[src/design/sjlu_pkg.sv]
// ----------------------------------------------------------------------------
// sjlu_pkg
// Shared types, constants and helpers for the Shift-JIS / Latin-1 transcoder.
// ----------------------------------------------------------------------------
package sjlu_pkg;

   // code table geometry: 60 lead rows of 256 trail bytes
   localparam int TBL_DEPTH = 15360;
   localparam int TBL_AW    = 14;
   localparam int ROW_W     = 6;

   localparam logic [15:0] REPL_CP     = 16'hFFFD;
   localparam logic [15:0] KANA_BASE   = 16'hFF61;
   localparam logic [7:0]  KANA_LO     = 8'hA1;
   localparam logic [7:0]  KANA_HI     = 8'hDF;
   localparam logic [15:0] KANA_OFFSET = KANA_BASE - {8'h00, KANA_LO};
   localparam logic [7:0]  ASCII_LIMIT = 8'h80;
   localparam logic [7:0]  LEAD1_LO    = 8'h81;
   localparam logic [7:0]  LEAD1_HI    = 8'h9F;
   localparam logic [7:0]  LEAD2_LO    = 8'hE0;
   localparam logic [7:0]  LEAD2_HI    = 8'hFC;
   localparam logic [7:0]  ROW2_BASE   = 8'd31;
   localparam logic [15:0] CP_1B_LIMIT = 16'h0080;
   localparam logic [15:0] CP_2B_LIMIT = 16'h0800;

   localparam logic CMD_DECODE = 1'b0;
   localparam logic CMD_LOAD   = 1'b1;

   localparam logic MODE_LATIN1 = 1'b0;
   localparam logic MODE_SJIS   = 1'b1;

   typedef struct packed {
      logic        mapped;
      logic [15:0] codepoint;
   } tbl_entry_type;

   typedef struct packed {
      logic                en;
      logic [TBL_AW-1:0]   addr;
      tbl_entry_type       entry;
   } tbl_wr_type;

   typedef struct packed {
      logic             is_lead;
      logic [ROW_W-1:0] row;
   } lead_row_type;

   // table row of a lead byte
   function automatic lead_row_type lead_row(input logic [7:0] b);
      lead_row_type r;
      logic [7:0]   d;
      r = '0;
      d = '0;
      if (b >= LEAD1_LO && b <= LEAD1_HI) begin
         d         = b - LEAD1_LO;
         r.is_lead = 1'b1;
         r.row     = d[ROW_W-1:0];
      end else if (b >= LEAD2_LO && b <= LEAD2_HI) begin
         d         = b - LEAD2_LO + ROW2_BASE;
         r.is_lead = 1'b1;
         r.row     = d[ROW_W-1:0];
      end
      return r;
   endfunction

endpackage

[src/design/sjlu_out_buffer.sv]
// ----------------------------------------------------------------------------
// sjlu_out_buffer
// UTF-8 encoder and three-byte output buffer, one byte per transaction.
// ----------------------------------------------------------------------------
module sjlu_out_buffer (
   input  logic        clock,
   input  logic        reset,
   input  logic        load_valid,
   input  logic [15:0] load_cp,
   input  logic        load_eos,
   output logic        load_ready,
   output logic        rsp_valid,
   input  logic        rsp_ready,
   output logic [7:0]  rsp_utf8_byte,
   output logic        rsp_run_last,
   output logic        rsp_string_end
);
   import sjlu_pkg::*;

   logic [7:0] byte_ff [3];
   logic [7:0] byte_in [3];
   logic [1:0] cnt_ff, cnt_in;
   logic       eos_ff, eos_in;
   logic [7:0] enc [3];
   logic [1:0] enc_cnt;

   always_comb begin
      enc[0] = '0;
      enc[1] = '0;
      enc[2] = '0;
      if (load_cp < CP_1B_LIMIT) begin
         enc[0]  = load_cp[7:0];
         enc_cnt = 2'd1;
      end else if (load_cp < CP_2B_LIMIT) begin
         enc[0]  = {3'b110, load_cp[10:6]};
         enc[1]  = {2'b10, load_cp[5:0]};
         enc_cnt = 2'd2;
      end else begin
         enc[0]  = {4'b1110, load_cp[15:12]};
         enc[1]  = {2'b10, load_cp[11:6]};
         enc[2]  = {2'b10, load_cp[5:0]};
         enc_cnt = 2'd3;
      end
   end

   assign load_ready = (cnt_ff == 2'd0) || (cnt_ff == 2'd1 && rsp_ready);

   always_comb begin
      byte_in = byte_ff;
      cnt_in  = cnt_ff;
      eos_in  = eos_ff;
      if (rsp_valid && rsp_ready) begin
         byte_in[0] = byte_ff[1];
         byte_in[1] = byte_ff[2];
         cnt_in     = cnt_ff - 1'b1;
      end
      if (load_valid && load_ready) begin
         byte_in = enc;
         cnt_in  = enc_cnt;
         eos_in  = load_eos;
      end
   end

   always_ff @(posedge clock) begin
      if (reset) begin
         cnt_ff <= '0;
      end else begin
         cnt_ff <= cnt_in;
      end
   end

   always_ff @(posedge clock) begin
      byte_ff <= byte_in;
      eos_ff  <= eos_in;
   end

   assign rsp_valid      = (cnt_ff != 2'd0);
   assign rsp_utf8_byte  = byte_ff[0];
   assign rsp_run_last   = (cnt_ff == 2'd1);
   assign rsp_string_end = rsp_run_last && eos_ff;

endmodule

[config.mk]
export PLATFORM = sky130hd
export DESIGN_NAME = sjlu_out_buffer
export DESIGN_NICKNAME = d
export VERILOG_FILES = /design/src/design/sjlu_pkg.sv /design/src/design/sjlu_out_buffer.sv
export SDC_FILE = /design/constraint.sdc
export NUM_CORES = 1
export LEC_CHECK = 0
export BUFFER_PORTS_ARGS = -buffer_cell sky130_fd_sc_hd__buf_2
export CAP_MARGIN = 20
export CELL_PAD_IN_SITES_DETAIL_PLACEMENT = 2
export CELL_PAD_IN_SITES_GLOBAL_PLACEMENT = 2
export CORE_UTILIZATION = 37
export CTS_BUF_LIST = sky130_fd_sc_hd__clkbuf_8
export DETAILED_ROUTE_END_ITERATION = 8
export GPL_TIMING_DRIVEN = 1
export PLACE_DENSITY = 0.89
export SLEW_MARGIN = 20
export SYNTH_ARGS = -nofsm -noshare
export SYNTH_HDL_FRONTEND = slang
export SYNTH_SLANG_ARGS = --single-unit
[constraint.sdc]
create_clock -name clock -period 3.7 [get_ports clock]
set_input_delay 0.185 -clock clock [delete_from_list [all_inputs] [get_ports clock]]
set_output_delay 0.185 -clock clock [all_outputs]
set_load 0.005 [all_outputs]
Word level (Yosys, flattened, before mapping)
Index checks and enable logic that the tools add are counted.
Cells by class
  $add $sub $neg: 1
  order comparisons: 2
  eq/ne operators: 1
  muxes and demuxes: 10
  reductions and logical operators: 9
Operators with widths (count)
  $mux W16: 2
  $mux W24: 1
  $lt A16 B12 Y1 const B: 1
  $lt A16 B8 Y1 const B: 1
  $mux W8: 2
  $mux W14: 1
  $mux W2: 3
  $logic_and A1 B1 Y1: 4
  $reduce_bool A2 Y1: 2
  $eq A2 B1 Y1 const B: 1
  $logic_not A2 Y1: 1
  $reduce_or A2 Y1: 1
  $sub A2 B1 Y2 const B: 1
  $logic_or A1 B1 Y1: 1
  $mux W1: 1
Storage, ports and cells
  register bits after elaboration: 27
  output and inout bits: 12

Longest topological paths before layout
Gate-level depths: netlist of run 1.
  word-level depth: 5
  depth in mapped cells: 7
  mapped depth without buffers: 7

Worst setup path after synthesis of run 1
No wires, ideal clock.
  path kind: flip-flop to flip-flop
  start: register cnt_ff[0]
  end: register cnt_ff[1]
  arrival time: 1.734 ns
  data required time: 3.613 ns
  path slack: 1.879 ns
  cell stages (with the launch flop): 8
  buffers on the path: 0
  path through: dfxtp_1 -> inv_1 -> ha_1 -> a21o_1 -> nand2_1 -> clkinv_1 -> and3_2 -> o31ai_1
Between the ends
  word-level cells in the longest chain between the ends: 5
  elaborated cells between the ends (all ways): 11
RTL lines
  start: declaration: RTL line sjlu_out_buffer.sv:22  | logic [1:0] cnt_ff, cnt_in;
  start signal: assignment: RTL line sjlu_out_buffer.sv:68  | cnt_ff <= cnt_in;
  $eq A2 B1 Y1: RTL line sjlu_out_buffer.sv:46  | assign load_ready = (cnt_ff == 2'd0) || (cnt_ff == 2'd1 && rsp_ready);
  $logic_and A1 B1 Y1: RTL line sjlu_out_buffer.sv:46
  $logic_or A1 B1 Y1 *: RTL line sjlu_out_buffer.sv:46
  named net load_ready: RTL line sjlu_out_buffer.sv:11  | output logic load_ready,
  $logic_and A1 B1 Y1 *: RTL line sjlu_out_buffer.sv:57  | if (load_valid && load_ready) begin
  $mux W2 / $reduce_bool A2 Y1 (equally long branches)
The timed path passes the listed nets; every way through them passes the cells marked *. The select of a mux whose other input is x is not followed.
A chain may end at the register's enable or synchronous reset.

Final worst setup path of run 1
  start: register cnt_ff[0]
  end: register cnt_ff[1]
Between the ends
  word-level cells in the longest chain between the ends: 5
  elaborated cells between the ends (all ways): 11
RTL lines
  parallel branches: the longest is 5 deep, another holds $sub A2 B1 Y2
Several ways; the timed one is not identified. The select of a mux whose other input is x is not followed.

==> results of run 1 <==
## path summary, 6_finish.rpt
path,cells after the start,start,endpoint,slack [ns]
setup reg to reg,7,cnt_ff[0],cnt_ff[1],0.85
setup / recovery,7,cnt_ff[0],cnt_ff[1],0.85
hold / removal,1,load_eos,eos_ff,0.09
hold reg to reg,2,byte_ff[12],rsp_utf8_byte[4],0.54
## kinds of logic after synthesis
kind of cell	share of synthesized area, %
AO/OA/AOI/OAI	14.41
adder cells (fa/ha/maj)	1.871
buffers and inverters	10.01
flip-flops	54.63
multiplexers	1.590
AND/OR/NAND/NOR	17.49
## layout by cell type, fill, tap and decap left out, types with 2 or more instances in the layout
cell type,instances
buf_2,32
edfxtp_1,23
nand2_1,13
a21oi_1,12
o21ai_0,11
inv_1,9
nor2_1,9
and2_2,6
nor4b_1,5
clkbuf_8,3
o31ai_1,2
a31o_2,2
a31oi_1,2
ha_1,2
dfxtp_1,2
## layer usage
| layer | vias to the layer above | wire length, um | global-route usage [%] |
|---|---|---|---|
| met3 | 5 | 102 | 3.125 |
| met5 | - | 0 | 0 |
| met1 | 512 | 1419 | 21.34 |
| met2 | 21 | 1989 | 38.46 |
| li1 | 490 | - | - |
| met4 | 0 | 50 | 5.523 |
## registers in the layout, indices dropped and copies added (netlist names)
signal,cells
byte_ff,14
eos_ff,1
rsp_utf8_byte,8
cnt_ff,2
## report_power, final
part	internal, mW	leakage [nW]	switching, mW
Sequential	0.395	0.234	0.0204
Combinational	0.0804	0.366	0.144
Clock	0.0745	0.0269	0.0900
Total	0.550	0.627	0.254
## worst max-delay path, cell delays in order (launching register included)
cell and delay [ns]:
dfxtp_1 0.39, inv_1 0.09, ha_1 0.28, a21o_1 0.21, nand2_1 0.55, clkinv_1 0.64, and3_2 0.41, o31ai_1 0.21
## layout make-up
cell class | instances | area [sq um] | area share [%]
timing repair buffer | 33 | 167.7 | 11.07
clock inverter | 1 | 3.754 | 0.2479
clock buffer | 3 | 41.29 | 2.727
inverter | 10 | 40.04 | 2.645
tap | 46 | 57.56 | 3.802
sequential | 25 | 730.7 | 48.26
multi-input combinational | 77 | 473.0 | 31.24
## per-stage QoR
step | cells | hold WS (ns) | instance area, sq um | setup slack, ns
after global placement | 191 | 0.3632 | 1469 | 1.148
after detailed placement | 191 | 0.3706 | 1469 | 0.8659
after global routing | 195 | 0.08613 | 1514 | 0.6161
after CTS | 195 | 0.09157 | 1514 | 0.8155
final | 195 | 0.08932 | 1514 | 0.8533
after floorplan | 125 | 0.2544 | 1338 | 1.879
==> metrics.txt, run 1 <==
DRT iter0 DRCs 20; Pwr Density 531.4 nW/um^2; die width 62.13 um; cell leakage power 0.6272 nW; setup TNS 0 ns; CP Max Fanout 24; final hold violations 0; vias per cell 5.272; YS warnings 0; FMAX 0.3513 GHz; CTS tree yes; Crit. End Element flip-flop; die area 3860 sq um; final core occ 44.67%; # DRC 0; kind of critical path reg -> reg; H-tree level count 1; Slew Limit Fails 0; number of synthesized flops with an enable pin 23; peak supply drop 0.2123 mV; Skew-Pair Late Insertion Delay 0.28 ns; WP data arrival 3.04 ns; unrepaired setup endpoints after global routing no; die height 62.13 um; clock sinks 25; sequential area share after synthesis 54.63%; FFs w/ async S/R, synth 0%; post-synth cell types 31; maxcap violations 0; vias in the first global route 1173; # IOs 33; area share of the largest cell type after synthesis 51.64%; Final Total Pwr 804.5 uW; largest area contributor in the netlist edfxtp_1; Starting Density 39.46%; syn_area_per_cell 10.70 sq um; via count 1028; DRT Pass-1 Iters 4; period utilization 76.94%; Required @ worst endpoint 3.89 ns; CTS Hold Buffers Added 0; Clk pin slew, worst setup/hold paths 0.08 ns; Rows 21; Layout Skew 0.008925 ns; Area Overhead vs Synth 13.19%; post_cts resized 0; antenna violations before repair 0; # fillers 365; fin nets 173; Synth Instances 125; Finish-stage setup viols 0; Post-CTS Setup Bufs 0; # diodes 0; DP Wirelength 2740 um; grt ovf 0; RePlAce Congestion 0.7122; Syn Nets 148; largest cells by area after synthesis edfxtp_1 52%, a21oi_1 4.5%, buf_4 4.5%; Slew @ Worst Pin 0.7238 ns; most frequent cells after synthesis 23 x edfxtp_1, 13 x nand2_1, 12 x a21oi_1; Period minus WS final 2.847 ns; root buffer cell clkbuf_8; Main synth FF type edfxtp_1; IO buf count 32; Slew headroom 51.63%; global-route wire length before repair 5796 um; Seq cells post-synth 25; GRT Total Usage 19.60%; Mapped Area 1338 sq um; most frequent cell after synthesis edfxtp_1; WL/cell 18.26 um; Core Area 3390 sq um; total CTS buffers 3; worst hold path class in -> reg; clk buf depth 2; Worst Setup Start Kind flip-flop; status completed; Routed Antenna Nets 0; pin count of the biggest net entering global routing 25; routed wire length 3561 um; share of layout cells above drive strength 1 32.89%
Note: power is estimated with default switching activity, not from simulation.
==> run 2, diff against run 1 <==
Settings changed: CORE_UTILIZATION 37 to 31, PLACE_DENSITY 0.89 to 0.8.
Clock period 3.7 ns to 2.5 ns, I/O delays scaled along.
==> metrics.txt, run 2 (same netlist as run 1, synthesis figures left out) <==
# diodes 0 (unchanged); unrepaired setup endpoints after global routing no (unchanged); grt ovf 0 (unchanged); min-delay src load_eos (unchanged); clock sinks 25 (unchanged); Period minus WS final 1.829 ns (was 2.847 ns); FMAX 0.5469 GHz (was 0.3513 GHz); Rows 23 (was 21); die height 67.69 um (was 62.13 um); setup TNS 0 ns (unchanged); Pwr Density 760.6 nW/um^2 (was 531.4 nW/um^2); status completed (unchanged); Starting Density 32.96% (was 39.46%); R2R cell count 6 (was 7); Hold Crit Depth 1 (unchanged); pin count of the biggest net entering global routing 24 (was 25); Required @ worst endpoint 2.68 ns (was 3.89 ns); routed wire length 3287 um (was 3561 um); # IOs 33 (unchanged); vias per cell 5.095 (was 5.272); maxcap violations 0 (unchanged); DRT Pass-1 Iters 3 (was 4); cell leakage power 0.6368 nW (was 0.6272 nW); die width 67.69 um (was 62.13 um); H-tree level count 1 (unchanged); RePlAce Congestion 0.8458 (was 0.7122); via count 1024 (was 1028); root buffer cell clkbuf_8 (unchanged); GRT Total Usage 16.01% (was 19.60%); Finish-stage setup viols 0 (unchanged); Slew @ Worst Pin 0.6704 ns (was 0.7238 ns); worst hold path class in -> reg (unchanged); r2r startpoint cnt_ff[0] (unchanged); kind of critical path reg -> reg (unchanged); CP max stage delay 0.41 ns (was 0.64 ns); DRT iter0 DRCs 40 (was 20); Layout Skew 0.003643 ns (was 0.008925 ns); Area Overhead vs Synth 14.69% (was 13.19%); Setup crit start cnt_ff[0] (unchanged); share of layout cells above drive strength 1 33.77% (was 32.89%); Crit. End Element flip-flop (unchanged); global-route wire length before repair 5285 um (was 5796 um); final hold violations 0 (unchanged); Core Area 4058 sq um (was 3390 sq um); max reg flops 14 (unchanged); commonest non-fill, non-tap cells in the layout 32 x buf_2, 23 x edfxtp_1, 13 x nand2_1 (unchanged); commonest non-fill, non-tap cell in the layout buf_2 (unchanged); final core occ 37.80% (was 44.67%); total CTS buffers 3 (unchanged); Slew headroom 55.26% (was 51.63%); hold_ws 0.04304 ns (was 0.08932 ns); critical path cell sequence inv_1 -> ha_1 -> mux2i_1 -> inv_1 -> or3_1 -> o31ai_1 (was inv_1 -> ha_1 -> a21o_1 -> nand2_1 -> clkinv_1 -> and3_2 -> o31ai_1); WL/cell 16.35 um (was 18.26 um); Clk pin slew, worst setup/hold paths 0.08 ns (about the same); Slew Limit Fails 0 (unchanged); Worst Setup Start Kind flip-flop (unchanged); vias in the first global route 1030 (was 1173); peak supply drop 0.2476 mV (was 0.2123 mV); Skew-Pair Late Insertion Delay 0.26 ns (was 0.28 ns); CP Max Fanout 17 (was 24); antenna violations before repair 0 (unchanged); # DRC 0 (unchanged); WP data arrival 2.01 ns (was 3.04 ns); most used cell, CP inv_1; die area 4581 sq um (was 3860 sq um); Routed Antenna Nets 0 (unchanged); CTS Hold Buffers Added 0 (unchanged); fin nets 175 (was 173); clk buf depth 2 (unchanged); Biggest register byte_ff (unchanged); # fillers 441 (was 365); Post-CTS Setup Bufs 0 (unchanged); Worst path slowest cell or3_1 (was clkinv_1); IO buf count 32 (unchanged); post_cts resized 0 (unchanged); period utilization 73.15% (was 76.94%); DP Wirelength 2607 um (was 2740 um); CTS tree yes (unchanged)
[run 2: cell count changes in the layout (fill, tap and decap cells not counted)]
cell | previous run | this run
buf_4 | 1 | 3
[run 2: critical path: cells and delay by family, from the launching register on]
kind                       cells  cell delay [ns]
AOI/OAI and AO/OA              1             0.06
buffers and inverters          2             0.43
adders and majority gates      1             0.25
DFF                            1             0.33
and+or+nand+nor                1             0.41
muxes                          1             0.26
[run 2: per-stage QoR]
stage	total power [mW]	instance area [sq um]	instances	setup slack (ns)
floorplan	0.8441	1338	125	0.6795
global placement	0.9281	1489	197	0.7534
detailed placement	0.9568	1489	197	0.6653
CTS	1.187	1534	201	0.6267
global route	1.247	1534	201	0.4423
finish	1.167	1534	201	0.6713
[run 2: power by group]
group	internal (mW)	switching (mW)
Combinational	0.128	0.200
Clock	0.110	0.120
Sequential	0.584	0.0249
[run 2: path summary, 6_finish.rpt]
| kind | to | slack [ns] |
|---|---|---|
| setup / recovery | cnt_ff[1] | 0.67 |
| hold / removal | eos_ff | 0.04 |
| hold reg to reg | cnt_ff[0] | 0.50 |
| setup reg to reg | cnt_ff[1] | 0.67 |
[run 2: cell type report]
cell class / count / area (sq um) / area share [%]
sequential: 25 / 730.7 / 47.63
multi-input combinational: 77 / 473.0 / 30.83
timing repair buffer: 35 / 182.7 / 11.91
tap: 50 / 62.56 / 4.078
clock buffer: 3 / 41.29 / 2.692
inverter: 10 / 40.04 / 2.610
clock inverter: 1 / 3.754 / 0.2447
[run 2: metal layers]
metal | vias to the layer above | routed length (um) | GRT usage [%]
li1 | 490 | - | -
met1 | 517 | 1497 | 20.13
met3 | 2 | 76 | 2.534
met2 | 15 | 1696 | 28.22
met4 | 0 | 17 | 3.989
met5 | - | 0 | 0
